**config.mk**
```make
export PLATFORM = sky130hd
export DESIGN_NAME = radio_irq_service_sequencer_unit
export DESIGN_NICKNAME = d
export VERILOG_FILES = /design/src/hw/rtl/risq_pkg.sv /design/src/hw/rtl/risq_step.sv /design/src/hw/rtl/risq_skid.sv /design/src/hw/rtl/radio_irq_service_sequencer_unit.sv
export SDC_FILE = /design/constraint.sdc
export NUM_CORES = 1
export LEC_CHECK = 0
export ABC_AREA = 1
export BUFFER_PORTS_ARGS = -buffer_cell sky130_fd_sc_hd__buf_4
export CAP_MARGIN = 10
export CORE_UTILIZATION = 56
export DETAILED_ROUTE_END_ITERATION = 7
export GPL_TIMING_DRIVEN = 0
export PLACE_DENSITY = 0.85
export SKIP_LAST_GASP = 1
export SYNTH_ARGS = -nofsm -noshare
export SYNTH_HDL_FRONTEND = slang
export SYNTH_SLANG_ARGS = --single-unit
```
**constraint.sdc**
```tcl
create_clock -name clk -period 6.9 [get_ports clk]
set_clock_uncertainty 0.1 [all_clocks]
set_input_delay 0.69 -clock clk [delete_from_list [all_inputs] [get_ports clk]]
set_output_delay 0.69 -clock clk [all_outputs]
set_load 0.01 [all_outputs]
```
**src/hw/rtl/risq_pkg.sv**
```systemverilog
// shared types, command codes and status flags for the radio irq service sequencer
package risq_pkg;

  localparam logic [1:0] TX_SLOTS    = 2'd3;
  localparam logic [5:0] MAX_PAYLOAD = 6'd32;

  localparam logic [7:0] CMD_NOP              = 8'hFF;
  localparam logic [7:0] CMD_WRITE_STATUS     = 8'h27;
  localparam logic [7:0] CMD_READ_WIDTH       = 8'h60;
  localparam logic [7:0] CMD_READ_PAYLOAD     = 8'h61;
  localparam logic [7:0] CMD_READ_FIFO_STATUS = 8'h17;

  localparam logic [7:0] FLAG_TX_DONE  = 8'h20;
  localparam logic [7:0] FLAG_TX_FAIL  = 8'h10;
  localparam logic [7:0] FLAG_RX_READY = 8'h40;
  localparam logic [7:0] FLAG_RX_EMPTY = 8'h01;

  localparam logic [2:0] REG_IS_RECEIVER = 3'd0;

  typedef enum logic [1:0] {
    OP_IRQ    = 2'd0,
    OP_BYTE   = 2'd1,
    OP_LOADED = 2'd2,
    OP_NONE   = 2'd3
  } op_t;

  typedef enum logic [1:0] {
    CE_KEEP = 2'd0,
    CE_LOW  = 2'd1,
    CE_HIGH = 2'd2,
    CE_RSVD = 2'd3
  } ce_t;

  typedef enum logic [3:0] {
    S_IDLE        = 4'd0,
    S_STATUS      = 4'd1,
    S_WIDTH_CMD   = 4'd2,
    S_WIDTH_READ  = 4'd3,
    S_PAYLOAD_CMD = 4'd4,
    S_FIRST       = 4'd5,
    S_BODY        = 4'd6,
    S_CLEAR       = 4'd7,
    S_FIFO_CMD    = 4'd8,
    S_FIFO_NOP    = 4'd9,
    S_FIFO_READ   = 4'd10
  } seq_t;

  typedef struct packed {
    logic [1:0] op;
    logic [7:0] rx_byte;
  } req_t;

  typedef struct packed {
    logic [7:0] tx_byte;
    logic       start_transfer;
    logic       select_release;
    logic       select_level;
    logic [1:0] ce_action;
    logic       irq_enabled;
    logic [7:0] payload_byte;
    logic       payload_valid;
    logic       tx_fail_event;
    logic [1:0] credits;
    logic       busy_res;
    logic       accepted;
  } rsp_t;

  typedef struct packed {
    seq_t       seq_state;
    logic [1:0] fifo_credits;
    logic       service_busy;
    logic [5:0] bytes_left;
    logic [7:0] clear_mask;
  } seq_ctx_t;

endpackage

```
**src/hw/rtl/risq_step.sv**
```systemverilog
// next-state and result logic for one input word
module risq_step (
  input  risq_pkg::seq_ctx_t ctx,
  input  risq_pkg::req_t     req,
  input  logic               is_receiver,
  output risq_pkg::seq_ctx_t ctx_next,
  output risq_pkg::rsp_t     res
);

  logic [7:0] width_sat;

  always_comb begin
    if ({2'b00, ctx.bytes_left} > 8'd0 && req.rx_byte > {2'b00, risq_pkg::MAX_PAYLOAD}) begin
      width_sat = {2'b00, risq_pkg::MAX_PAYLOAD};
    end else if (req.rx_byte > {2'b00, risq_pkg::MAX_PAYLOAD}) begin
      width_sat = {2'b00, risq_pkg::MAX_PAYLOAD};
    end else begin
      width_sat = req.rx_byte;
    end
  end

  always_comb begin
    ctx_next = ctx;
    res      = '0;

    case (risq_pkg::op_t'(req.op))
      risq_pkg::OP_IRQ: begin
        if (!ctx.service_busy) begin
          ctx_next.service_busy = 1'b1;
          ctx_next.seq_state    = risq_pkg::S_STATUS;
          res.tx_byte           = risq_pkg::CMD_NOP;
          res.start_transfer    = 1'b1;
        end
      end
      risq_pkg::OP_BYTE: begin
        case (ctx.seq_state)
          risq_pkg::S_IDLE: begin
          end
          risq_pkg::S_STATUS: begin
            if ((req.rx_byte & risq_pkg::FLAG_TX_DONE) != 8'd0) begin
              if (ctx.fifo_credits < risq_pkg::TX_SLOTS) begin
                ctx_next.fifo_credits = ctx.fifo_credits + 2'd1;
              end
              if (!is_receiver) begin
                res.ce_action = risq_pkg::CE_LOW;
              end
              ctx_next.clear_mask = risq_pkg::FLAG_TX_DONE;
              ctx_next.seq_state  = risq_pkg::S_CLEAR;
              res.tx_byte         = risq_pkg::CMD_WRITE_STATUS;
              res.start_transfer  = 1'b1;
              res.select_release  = 1'b1;
            end else if ((req.rx_byte & risq_pkg::FLAG_TX_FAIL) != 8'd0) begin
              if (!is_receiver) begin
                res.ce_action = risq_pkg::CE_LOW;
              end
              res.tx_fail_event   = 1'b1;
              ctx_next.clear_mask = risq_pkg::FLAG_TX_FAIL;
              ctx_next.seq_state  = risq_pkg::S_CLEAR;
              res.tx_byte         = risq_pkg::CMD_WRITE_STATUS;
              res.start_transfer  = 1'b1;
              res.select_release  = 1'b1;
            end else if ((req.rx_byte & risq_pkg::FLAG_RX_READY) != 8'd0) begin
              ctx_next.seq_state = risq_pkg::S_WIDTH_CMD;
              res.tx_byte        = risq_pkg::CMD_READ_WIDTH;
              res.start_transfer = 1'b1;
              res.select_release = 1'b1;
            end else begin
              // no source left: end the service sequence
              ctx_next.service_busy = 1'b0;
              ctx_next.seq_state    = risq_pkg::S_IDLE;
              res.select_release    = 1'b1;
              if (!is_receiver) begin
                res.ce_action = (ctx.fifo_credits < risq_pkg::TX_SLOTS) ?
                                risq_pkg::CE_HIGH : risq_pkg::CE_LOW;
              end
            end
          end
          risq_pkg::S_WIDTH_CMD: begin
            ctx_next.seq_state = risq_pkg::S_WIDTH_READ;
            res.tx_byte        = risq_pkg::CMD_NOP;
            res.start_transfer = 1'b1;
          end
          risq_pkg::S_WIDTH_READ: begin
            ctx_next.bytes_left = width_sat[5:0];
            ctx_next.seq_state  = risq_pkg::S_PAYLOAD_CMD;
            res.tx_byte         = risq_pkg::CMD_READ_PAYLOAD;
            res.start_transfer  = 1'b1;
            res.select_release  = 1'b1;
          end
          risq_pkg::S_PAYLOAD_CMD: begin
            ctx_next.seq_state = risq_pkg::S_FIRST;
            res.tx_byte        = risq_pkg::CMD_NOP;
            res.start_transfer = 1'b1;
          end
          risq_pkg::S_FIRST, risq_pkg::S_BODY: begin
            // a zero first byte is dropped but still counts against the width
            if (ctx.seq_state == risq_pkg::S_BODY || req.rx_byte != 8'd0) begin
              res.payload_byte  = req.rx_byte;
              res.payload_valid = 1'b1;
            end
            ctx_next.seq_state = risq_pkg::S_BODY;
            if (ctx.bytes_left <= 6'd1) begin
              ctx_next.bytes_left = 6'd0;
              ctx_next.clear_mask = risq_pkg::FLAG_RX_READY;
              ctx_next.seq_state  = risq_pkg::S_CLEAR;
              res.tx_byte         = risq_pkg::CMD_WRITE_STATUS;
              res.start_transfer  = 1'b1;
              res.select_release  = 1'b1;
            end else begin
              ctx_next.bytes_left = ctx.bytes_left - 6'd1;
              res.tx_byte         = risq_pkg::CMD_NOP;
              res.start_transfer  = 1'b1;
            end
          end
          risq_pkg::S_CLEAR: begin
            ctx_next.seq_state = risq_pkg::S_FIFO_CMD;
            res.tx_byte        = ctx.clear_mask;
            res.start_transfer = 1'b1;
          end
          risq_pkg::S_FIFO_CMD: begin
            ctx_next.seq_state = risq_pkg::S_FIFO_NOP;
            res.tx_byte        = risq_pkg::CMD_READ_FIFO_STATUS;
            res.start_transfer = 1'b1;
            res.select_release = 1'b1;
          end
          risq_pkg::S_FIFO_NOP: begin
            ctx_next.seq_state = risq_pkg::S_FIFO_READ;
            res.tx_byte        = risq_pkg::CMD_NOP;
            res.start_transfer = 1'b1;
          end
          risq_pkg::S_FIFO_READ: begin
            res.start_transfer = 1'b1;
            res.select_release = 1'b1;
            if ((req.rx_byte & risq_pkg::FLAG_RX_EMPTY) != 8'd0) begin
              ctx_next.seq_state = risq_pkg::S_STATUS;
              res.tx_byte        = risq_pkg::CMD_NOP;
            end else begin
              ctx_next.seq_state = risq_pkg::S_WIDTH_CMD;
              res.tx_byte        = risq_pkg::CMD_READ_WIDTH;
            end
          end
          default: begin
            ctx_next.seq_state    = risq_pkg::S_IDLE;
            ctx_next.service_busy = 1'b0;
          end
        endcase
      end
      risq_pkg::OP_LOADED: begin
        if (ctx.fifo_credits != 2'd0) begin
          ctx_next.fifo_credits = ctx.fifo_credits - 2'd1;
          res.accepted          = 1'b1;
          if (!is_receiver && (ctx.fifo_credits - 2'd1) < risq_pkg::TX_SLOTS) begin
            res.ce_action = risq_pkg::CE_HIGH;
          end
        end
      end
      default: begin
      end
    endcase

    res.select_level = ctx_next.service_busy;
    res.irq_enabled  = !ctx_next.service_busy;
    res.credits      = ctx_next.fifo_credits;
    res.busy_res     = ctx_next.service_busy;
  end

endmodule

```
**src/hw/rtl/risq_skid.sv**
```systemverilog
// two-entry result buffer between the step logic and the result channel
module risq_skid (
  input  logic           clk,
  input  logic           rst,
  input  logic           push,
  input  risq_pkg::rsp_t push_data,
  output logic           space,
  output logic           rsp_valid,
  input  logic           rsp_ready,
  output risq_pkg::rsp_t rsp
);

  risq_pkg::rsp_t mem [2];
  logic           wr_ptr;
  logic           rd_ptr;
  logic [1:0]     count;
  logic           pop;

  assign pop       = rsp_valid && rsp_ready;
  assign space     = (count != 2'd2);
  assign rsp_valid = (count != 2'd0);
  assign rsp       = mem[rd_ptr];

  always_ff @(posedge clk) begin
    if (push) begin
      mem[wr_ptr] <= push_data;
    end
  end

  always_ff @(posedge clk) begin
    if (rst) begin
      wr_ptr <= 1'b0;
      rd_ptr <= 1'b0;
      count  <= 2'd0;
    end else begin
      if (push) begin
        wr_ptr <= !wr_ptr;
      end
      if (pop) begin
        rd_ptr <= !rd_ptr;
      end
      case ({push, pop})
        2'b10:   count <= count + 2'd1;
        2'b01:   count <= count - 2'd1;
        default: count <= count;
      endcase
    end
  end

endmodule

```
**src/hw/rtl/radio_irq_service_sequencer_unit.sv**
```systemverilog
// top level: config register, sequencer state and result buffer
//
// channel | direction | handshake                 | word
// req     | in        | req_valid / req_ready     | op, rx_byte
// rsp     | out       | rsp_valid / rsp_ready     | one result per request
// apb     | in        | psel/penable/pwrite/pready| is_receiver at address 0
//
// one request per cycle while req_ready is high; decoding is combinational and the
// result is registered in a two-entry buffer, shown after any older one is taken.
// req_ready drops only when both buffer entries hold results not yet taken.
// rst is synchronous: sequencer idle, three tx credits, is_receiver cleared.
module radio_irq_service_sequencer_unit (
  input  logic           clk,
  input  logic           rst,
  input  logic           req_valid,
  output logic           req_ready,
  input  risq_pkg::req_t req,
  output logic           rsp_valid,
  input  logic           rsp_ready,
  output risq_pkg::rsp_t rsp,
  input  logic           psel,
  input  logic           penable,
  input  logic           pwrite,
  input  logic [2:0]     paddr,
  input  logic [31:0]    pwdata,
  output logic [31:0]    prdata,
  output logic           pready
);

  risq_pkg::seq_ctx_t ctx;
  risq_pkg::seq_ctx_t ctx_next;
  risq_pkg::rsp_t     res;
  logic               is_receiver;
  logic               push;
  logic               space;

  assign pready    = 1'b1;
  assign req_ready = space;
  assign push      = req_valid && req_ready;

  always_comb begin
    if (paddr == risq_pkg::REG_IS_RECEIVER) begin
      prdata = {31'd0, is_receiver};
    end else begin
      prdata = 32'd0;
    end
  end

  always_ff @(posedge clk) begin
    if (rst) begin
      is_receiver <= 1'b0;
    end else if (psel && penable && pwrite && pready &&
                 paddr == risq_pkg::REG_IS_RECEIVER) begin
      is_receiver <= pwdata[0];
    end
  end

  always_ff @(posedge clk) begin
    if (rst) begin
      ctx.seq_state    <= risq_pkg::S_IDLE;
      ctx.fifo_credits <= risq_pkg::TX_SLOTS;
      ctx.service_busy <= 1'b0;
      ctx.bytes_left   <= 6'd0;
      ctx.clear_mask   <= 8'd0;
    end else if (push) begin
      ctx <= ctx_next;
    end
  end

  risq_step u_step (
    .ctx         (ctx),
    .req         (req),
    .is_receiver (is_receiver),
    .ctx_next    (ctx_next),
    .res         (res)
  );

  risq_skid u_skid (
    .clk       (clk),
    .rst       (rst),
    .push      (push),
    .push_data (res),
    .space     (space),
    .rsp_valid (rsp_valid),
    .rsp_ready (rsp_ready),
    .rsp       (rsp)
  );

  // busy flag and sequencer state move together
  a_busy_state: assert property (@(posedge clk) disable iff (rst)
    ctx.service_busy == (ctx.seq_state != risq_pkg::S_IDLE))
    else $error("busy flag disagrees with sequencer state");

  // a load with no credit leaves the credit count alone
  a_no_credit: assert property (@(posedge clk) disable iff (rst)
    (push && req.op == risq_pkg::OP_LOADED && ctx.fifo_credits == 2'd0)
      |=> $stable(ctx.fifo_credits))
    else $error("credit count changed on a rejected load");

  a_select_irq: assert property (@(posedge clk) disable iff (rst)
    rsp_valid |-> (rsp.select_level == rsp.busy_res && rsp.irq_enabled == !rsp.busy_res))
    else $error("select or irq enable out of step with busy");

  a_quiet_byte: assert property (@(posedge clk) disable iff (rst)
    (rsp_valid && !rsp.start_transfer) |-> rsp.tx_byte == 8'd0)
    else $error("tx byte set without a transfer");

endmodule
```
==> reports/results.ini, run 1 <==
[critical_path]
endpoint_kind = output pin
critPathLaunchType = flop
worstPathArrival_ps = 2020
reg2regPathDepth = 5
crit_required_ps = 6110
r2r_start = u_skid.count[0]$_SDFFE_PP0P_
worstReg2RegEnd = u_skid.mem[0][16]$_DFFE_PP_
cp_max_fo = 10
r2r_slack_ps = 4940
path_class = reg -> out
worstSetupEndpoint = rsp[27]

[grt]
grt.total_usage_pct = 25.5
antenna_found_initial = 0
overflow = 0
grt_pass1_wl_um = 14500
grt_max_degree = 19
grt_pass1_vias = 3202

[yosys]
ys_seq_area_share_pct = 48.9
synth_cell_types = 34
syn-mean-instance-area_um2 = 8.86
yosys_warnings = 0
postSynthCellCount = 448
ys_ff_latch = 72
ys.flop_type = edfxtp_1
synth_area_um2 = 3970
synthArstFlopShare_pct = 0
synth_edf_count = 50

[sta]
setup_tns_ps = 0
fin_ws_ps = 4090
setup_viol_count_final = 0
period_minus_slack_ps = 2810
slew_violations = 0
hold_viol_final = 0
grt_setup_unrepaired = false
tightest_slew_ps = 670
slew_headroom_pct = 55.3
timing.final.crit_share_pct = 40.8
fmax_mhz = 356

[cts]
clock-sinks = 72
numCtsBuffers = 9
ctsResizeCount = 0
postCtsHoldBufs = 0
clk_latency_ps = 360
post_cts_buffers = 0
ctsRootBufferMaster = clkbuf_8
cts_tree = done
clk_pin_slew_ps = 80
clock_path_buffers = 2
cts_max_level = 3

[routing]
wl_per_cell_um = 14.0
routed_wirelength_um = 8970
viasPerCell = 5.13
postRouteAntennaNets = 0
vias = 3301
highest_layer = met4
dr_wl_met2_um = 4380
drtIter0Drc = 184
drcViolationCount = 0
first_pass_iters = 4
wl_met1_um = 3820
wl_met3_um = 542

[finish]
drive_above_1_share_pct = 28.3
antennaDiodeCount = 0
syn_to_final_growth_pct = 22.6
final_common_cell = nand2_1
final_cell_mix = nand2_1, buf_4, nor2_1
nets = 600

[floorplanning]
die_x_um = 86.2
pin_count = 115
core_area_um2 = 6830
start_util_pct = 58.1
die_h_um = 86.2
die_area_um2 = 7430
num_rows = 30

[placed_design]
numPortBuffers = 51
dp_hpwl_um = 6730
gp_congestion = 0.908
post-place-ws_ps = 4450

[power]
ir_worst_vdd_uv = 147
leakagePower_nw = 2.31
power_density_nw_per_um2 = 248

[run]
cap_violations = 0

[hold_path]
hold_class = reg -> reg

[run_status]
status = finished, final reports clean

-- cell type report --
class	count	area [um^2]
plain buffers	42	300
clock buffers	10	128
clock inverters	6	92.6
fillers	544	1970
inverters	46	173
multi-input cells	318	1670
flip-flops and latches	72	1940
well taps	96	120
repair buffers	53	438
-- cell usage after synthesis (all sizes together) (2+ instances only) --
library cell | n | area share, %
nand2 | 106 | 11
nor2 | 62 | 6.8
edfxtp | 50 | 38
inv | 46 | 4.3
buf | 40 | 7.4
nand3 | 29 | 4.1
mux2 | 25 | 7.1
dfxtp | 22 | 11
a21oi | 21 | 2.7
nand4 | 12 | 1.9
o21ai | 12 | 1.5
ha | 6 | 1.9
nor3 | 3 | 0.38
a31oi | 2 | 0.32
clkbuf | 2 | 0.19
conb | 2 | 0.19
o211ai | 2 | 0.38
xor2 | 2 | 0.44
-- worst min path at each step --
stage                               startpoint                          to  slack, ps  cells after the start
floorplan           u_skid.rd_ptr$_SDFFE_PP0P_                        flop        330                      1
global placement    u_skid.rd_ptr$_SDFFE_PP0P_  u_skid.rd_ptr$_SDFFE_PP0P_        340                      1
detailed placement  u_skid.rd_ptr$_SDFFE_PP0P_                        flop        350                      1
CTS                 u_skid.rd_ptr$_SDFFE_PP0P_                        flop        360                      1
global route               ctx[6]$_SDFFE_PP0P_         ctx[6]$_SDFFE_PP0P_        390                      2
finish              u_skid.rd_ptr$_SDFFE_PP0P_                        flop        350                      1
-- flip-flops by register name (all words and copies together), names as in the netlist, named ones only --
| name | cells |
|---|---|
| u_skid.mem | 50 |
| ctx | 16 |
| u_skid.count | 2 |
| is_receiver | 1 |
| u_skid.rd_ptr | 1 |
| u_skid.wr_ptr | 1 |
-- where the power goes --
group / internal (mW) / switching (mW) / leakage (nW) / total [mW]
Combinational: 0.144 / 0.158 / 1.56 / 0.301
Clock: 0.205 / 0.169 / 0.103 / 0.375
Sequential: 0.513 / 0.0177 / 0.656 / 0.531
-- cells by family after synthesis --
kind of cell	after synthesis	share of synthesized area (%)
other	2	0.189
adders and majority gates	6	1.89
DFF	72	48.9
xor gates and xnor gates	2	0.441
and+or+nand+nor	214	24.2
buffers and inverters	88	11.9
muxes	25	7.09
AOI/OAI and AO/OA	39	5.36
-- critical path, cell delays in order (launching register included) --
cell	delay, ps
dfxtp_1	370
clkbuf_1	330
buf_2	330
mux2_2	380
buf_4	130
buf_4	130
-- layer usage --
layer | up-vias | global-route usage, %
met2 | 134 | 43.1
met4 | 0 | 10.9
li1 | 1611 | -
met3 | 28 | 5.52
met1 | 1528 | 31.8
met5 | - | 0
-- per-stage QoR --
| stage | utilization [%] | total power [mW] | std cells | cell area (um^2) | hold slack [ps] |
|---|---|---|---|---|---|
| 4_1_cts | 71.2 | 1.21 | 643 | 4870 | 362 |
| 2_1_floorplan | - | 0.714 | 478 | 4080 | 325 |
| 3_3_place_gp | 67.1 | 0.817 | 625 | 4590 | 338 |
| 3_5_place_dp | 68.0 | 0.841 | 627 | 4650 | 350 |
| 5_1_grt | 71.2 | 1.26 | 643 | 4870 | 387 |
| 6_report | 71.2 | 1.21 | 643 | 4870 | 353 |
Power figures use the tool's default switching activity.
==> run 2: changes to the inputs <==
ABC_AREA = 0   (was 1)
CORE_UTILIZATION = 47   (was 56)
PLACE_DENSITY = 0.76   (was 0.85)
clock period = 2.3 ns   (was 6.9 ns; I/O delays follow)
==> run 2 against run 1 <==
Against the previous run:
- clock-buffer cell count stayed put
- highest routed layer unchanged
- final cell count is 9.6% lower
- setup slack worse by 4000 ps
- largest cell class unchanged
- worst hold slack worse by 330 ps
==> reports/results.ini, run 2 <==
[yosys]
ys_ff_latch = 72
postSynthCellCount = 379
synth_area_um2 = 3950
yosys.cell_count.top_type = edfxtp_1
synth.area.top_cells = edfxtp_1, dfxtp_1, mux2_2, buf_4, nor2_1
synth.top_cell.area_share_pct = 38.1
synth_commonest_cells = edfxtp_1, buf_4, nor2_1
ys_seq_area_share_pct = 49.2
ys.flop_type = edfxtp_1
synth_edf_count = 50
yosys_warnings = 0
synth_cell_types = 59
syn-mean-instance-area_um2 = 10.4
synthArstFlopShare_pct = 0
synth_top_area_cell = edfxtp_1

[placed_design]
dp_hpwl_um = 6620
numPortBuffers = 51
placed_cells = 565
placed_area_um2 = 4570
post-place-ws_ps = -219
gp_congestion = 0.899

[power]
comb_power_share_pct = 32.5
leakagePower_nw = 1.99
switching_share_pct = 29.7
switchingPower_mw = 1.17
clkPwrFrac_pct = 24.2
sequentialPowerShare_pct = 43.3
power_density_nw_per_um2 = 824
internal_power_mw = 2.77
ir_worst_vdd_uv = 298

[cts]
clock_path_buffers = 2
numCtsBuffers = 9
clk_pin_slew_ps = 70
clock-sinks = 72
cts_max_level = 3
cts_tree = done
clk_latency_ps = 340
ctsRootBufferMaster = clkbuf_8

[routing]
drcViolationCount = 0
postRouteAntennaNets = 0
routed_wirelength_um = 9130
vias = 3137
wl_per_cell_um = 15.7
drtIter0Drc = 242
first_pass_iters = 5
viasPerCell = 5.40

[finish]
final_cell_mix = buf_4, edfxtp_1, nor2_1, conb_1, mux2_2
post-route-util_pct = 58.5
fin_cells = 581
largest_register_ffs = 50
nets = 529
drive_above_1_share_pct = 30.7
regMostFlops = u_skid.mem
syn_to_final_growth_pct = 21.2
fillers = 730
largest_registers = u_skid.mem x50, ctx x16, u_skid.count x2
fin_area_um2 = 4780
antennaDiodeCount = 0
final_common_cell = buf_4

[grt]
antenna_found_initial = 0
met2_usage_pct = 36.8
grt_pass1_wl_um = 14700
use_met1_pct = 28.3
gr-max-usage-layer = met2
grt_pass1_vias = 2936
overflow = 0
grt.total_usage_pct = 22.0
grt_max_degree = 26
use_met3_pct = 3.17

[run_status]
status = finished, final reports clean

[sta]
period_minus_slack_ps = 2170
tightest_slew_ps = 760
slew_headroom_pct = 49.2
fin_ws_ps = 133
hold_viol_final = 0
slew_violations = 0
fmax_mhz = 461
setup_viol_count_final = 0
grt_setup_unrepaired = false
timing.final.crit_share_pct = 94.2

[critical_path]
critPathLaunchType = flop
cp_slowest_cell = dfxtp_1
worstSetupEndpoint = rsp[17]
worstReg2RegEnd = u_skid.mem[0][17]$_DFFE_PP_
path_class = reg -> out
cp_max_fo = 10
path_common_cell = buf_4
reg2regPathDepth = 6
cp_cell_sequence = buf_2, mux2_2, buf_4, buf_4
r2r_start = ctx[17]$_SDFFE_PP0P_
endpoint_kind = output pin
worstPathArrival_ps = 1840
slowest_delay_ps = 530
r2r_slack_ps = 150
crit_required_ps = 1970

[floorplanning]
die_area_um2 = 8760
core_area_um2 = 8180
start_util_pct = 48.3
die_h_um = 93.6
die_x_um = 93.6
num_rows = 33
pin_count = 115

[hold_path]
hold_class = in -> reg

[run]
cap_violations = 0

## run 2: logic make-up after synthesis
family | share of synthesized area (%)
and+or+nand+nor | 16.8
adders and majority gates | 1.90
xor gates and xnor gates | 1.55
AOI/OAI and AO/OA | 12.6
muxes | 7.96
DFF | 49.2
buffers and inverters | 9.77
other | 0.190
## run 2: repair_timing
action	CTS	global route
endpoints found under the hold margin	0	0
hold buffers	0	0
endpoints found under the setup margin	48	2
gates resized for setup	3	1
setup buffers	0	0
## run 2: layout make-up
| cell class | instances | area [um^2] | area share [%] |
|---|---|---|---|
| plain buffers | 52 | 343 | 7.17 |
| repair buffers | 52 | 398 | 8.32 |
| multi-input cells | 273 | 1740 | 36.4 |
| well taps | 105 | 131 | 2.75 |
| clock buffers | 10 | 128 | 2.67 |
| clock inverters | 6 | 60.1 | 1.26 |
| inverters | 11 | 41.3 | 0.864 |
| flip-flops and latches | 72 | 1940 | 40.6 |
## run 2: worst min path at each step
stage | cells past startpoint | to | slack [ps] | startpoint
3_5_place_dp | 3 | is_receiver$_SDFFE_PP0P_ | 370 | pwdata[0]
6_report | 3 | is_receiver$_SDFFE_PP0P_ | 20 | pwdata[0]
2_1_floorplan | 2 | is_receiver$_SDFFE_PP0P_ | 270 | pwdata[0]
5_1_grt | 3 | is_receiver$_SDFFE_PP0P_ | 50 | pwdata[0]
3_3_place_gp | 2 | ctx[4]$_SDFFE_PP0P_ | 370 | ctx[4]$_SDFFE_PP0P_
4_1_cts | 3 | is_receiver$_SDFFE_PP0P_ | 20 | pwdata[0]
## run 2: through the flow
stage | TNS [ps] | hold slack [ps] | total power [mW]
2_1_floorplan | 0 | 274 | 2.50
3_3_place_gp | -4480 | 369 | 2.97
3_5_place_dp | -5440 | 372 | 3.01
4_1_cts | 0 | 17.2 | 3.97
5_1_grt | 0 | 45.1 | 4.15
6_report | 0 | 24.7 | 3.94
## run 2: power by group through the flow
| stage | logic, mW | clock network [mW] | registers (mW) |
|---|---|---|---|
| global placement | 1.27 | 0 | 1.70 |
| global route | 1.40 | 1.02 | 1.73 |
| floorplan | 0.809 | 0 | 1.69 |
| finish | 1.28 | 0.953 | 1.71 |
| detailed placement | 1.29 | 0 | 1.72 |
| CTS | 1.28 | 0.976 | 1.71 |
## run 2: critical path, delay by kind of cell, from the launching register on
family | cells | cell delay, ps
DFF | 1 | 530
buffers and inverters | 3 | 590
muxes | 1 | 380
## run 2: metal layers
metal  up-vias  part of all wire, %
li1       1507                    -
met4         0                  2.3
met2       138                   49
met5         -                    0
met3        23                  5.3
met1      1469                   43
==> run 3: changes to the inputs <==
CORE_UTILIZATION = 45   (was 47)
PLACE_DENSITY = 0.74   (was 0.76)
==> run 3 against run 2 <==
Against the previous run:
- sequential share of layout area down 0.46 points
- final cell count did not move
- fmax fell by 2.1%
- sequential power about the same
- critical path depth did not move
- core utilization down 0.50 points
- largest cell class unchanged
==> reports/results.ini, run 3 (synthesis gave the netlist of run 2 again) <==
[finish]
antennaDiodeCount = 0
final_cell_mix = buf_4, edfxtp_1, nor2_1, conb_1, mux2_2
largest_registers = u_skid.mem x50, ctx x16, u_skid.count x2
regMostFlops = u_skid.mem
final_common_cell = buf_4
largest_register_ffs = 50
syn_to_final_growth_pct = 22.6
fillers = 752
drive_above_1_share_pct = 30.9
nets = 529

[placed_design]
post-place-ws_ps = -212
numPortBuffers = 51
dp_hpwl_um = 6750
gp_congestion = 0.919

[power]
ir_worst_vdd_uv = 327
power_density_nw_per_um2 = 873
leakagePower_nw = 2.02

[floorplanning]
die_x_um = 95.6
num_rows = 33
die_area_um2 = 9150
pin_count = 115
die_h_um = 95.6
start_util_pct = 47.3
core_area_um2 = 8340

[cts]
cts_tree = done
clock-sinks = 72
ctsRootBufferMaster = clkbuf_8
cts_max_level = 3
clock_path_buffers = 2
clk_pin_slew_ps = 80
numCtsBuffers = 9
clk_latency_ps = 350

[critical_path]
cp_max_fo = 10
reg2regPathDepth = 7
worstPathArrival_ps = 1880
r2r_start = ctx[8]$_SDFFE_PP0P_
r2r_slack_ps = 170
endpoint_kind = output pin
path_class = reg -> out
worstReg2RegEnd = ctx[6]$_SDFFE_PP0P_
crit_required_ps = 1970
critPathLaunchType = flop

[routing]
postRouteAntennaNets = 0
drcViolationCount = 0
routed_wirelength_um = 9450
drtIter0Drc = 291
vias = 3084
wl_per_cell_um = 16.3
first_pass_iters = 5
viasPerCell = 5.31

[sta]
period_minus_slack_ps = 2210
grt_setup_unrepaired = false
slew_headroom_pct = 52.7
slew_violations = 0
setup_tns_ps = 0
tightest_slew_ps = 707
hold_viol_final = 0
fmax_mhz = 452
setup_viol_count_final = 0
timing.final.crit_share_pct = 96.2
fin_ws_ps = 86.7

[grt]
overflow = 0
use_met3_pct = 3.19
grt_max_degree = 26
met2_usage_pct = 36.1
grt_pass1_wl_um = 14900
use_met1_pct = 28.0
grt_pass1_vias = 2958
antenna_found_initial = 0
gr-max-usage-layer = met2
grt.total_usage_pct = 21.8

[hold_path]
holdPathStages = 3
hold_class = in -> reg
hp-start = pwdata[0]
min_to = is_receiver$_SDFFE_PP0P_

[run]
cap_violations = 0

[run_status]
status = finished, final reports clean

==> run 3: cell types whose count changed in the layout (fill, tap and decap cells not counted), sizes merged <==
cell    before  now
inv         11   13
bufinv       1    3
clkinv       4    0
==> run 3: how the worst max path moves through the flow <==
stage	to	depth (start not counted)
after floorplan	u_skid.mem[0][0]$_DFFE_PP_	5
after global placement	u_skid.mem[0][8]$_DFFE_PP_	5
after detailed placement	u_skid.mem[0][8]$_DFFE_PP_	5
after CTS	rsp[22]	4
after global routing	rsp[22]	4
final	rsp[22]	4
==> run 3: report_power, final <==
group / internal, mW / total, mW / switching (mW)
logic: 0.654 / 1.29 / 0.632
clock network: 0.729 / 1.23 / 0.500
registers: 1.62 / 1.71 / 0.0898
==> run 3: repair_timing <==
item | 4_1_cts | 5_1_grt
endpoints found under the hold margin | 0 | 0
resized for setup | 3 | 0
buffers inserted | 0 | 0
setup endpoints to repair | 48 | 0
hold buffers | 0 | 0
==> run 3: area by class of cell <==
class                   instances  area [um^2]  area share (%)
inverters                      11         41.3           0.854
clock inverters                 6          115            2.38
clock buffers                  10          128            2.64
well taps                     105          131            2.72
plain buffers                  52          343            7.09
flip-flops and latches         72         1940            40.2
multi-input cells             273         1740            35.9
repair buffers                 52          398            8.23
==> run 3: per-layer routing <==
metal,part of all wire (%),vias up
met2,50,142
met5,0,-
li1,-,1505
met1,43,1422
met4,1.9,0
met3,5.9,15
==> run 3: worst max-delay path, cell delays in order (launching register included) <==
cell,delay [ps]
dfxtp_1,540
buf_2,330
mux2_2,390
buf_4,140
buf_4,130
==> run 3: metrics by stage <==
step	cells	hold WS, ps	instance area, um^2	utilization, %	total power, mW
floorplan	409	274	4060	-	2.50
global placement	565	369	4570	54.8	2.98
detailed placement	565	377	4570	54.8	3.02
CTS	580	19.0	4820	57.8	4.25
global route	581	37.0	4840	58.0	4.44
finish	581	15.9	4840	58.0	4.22
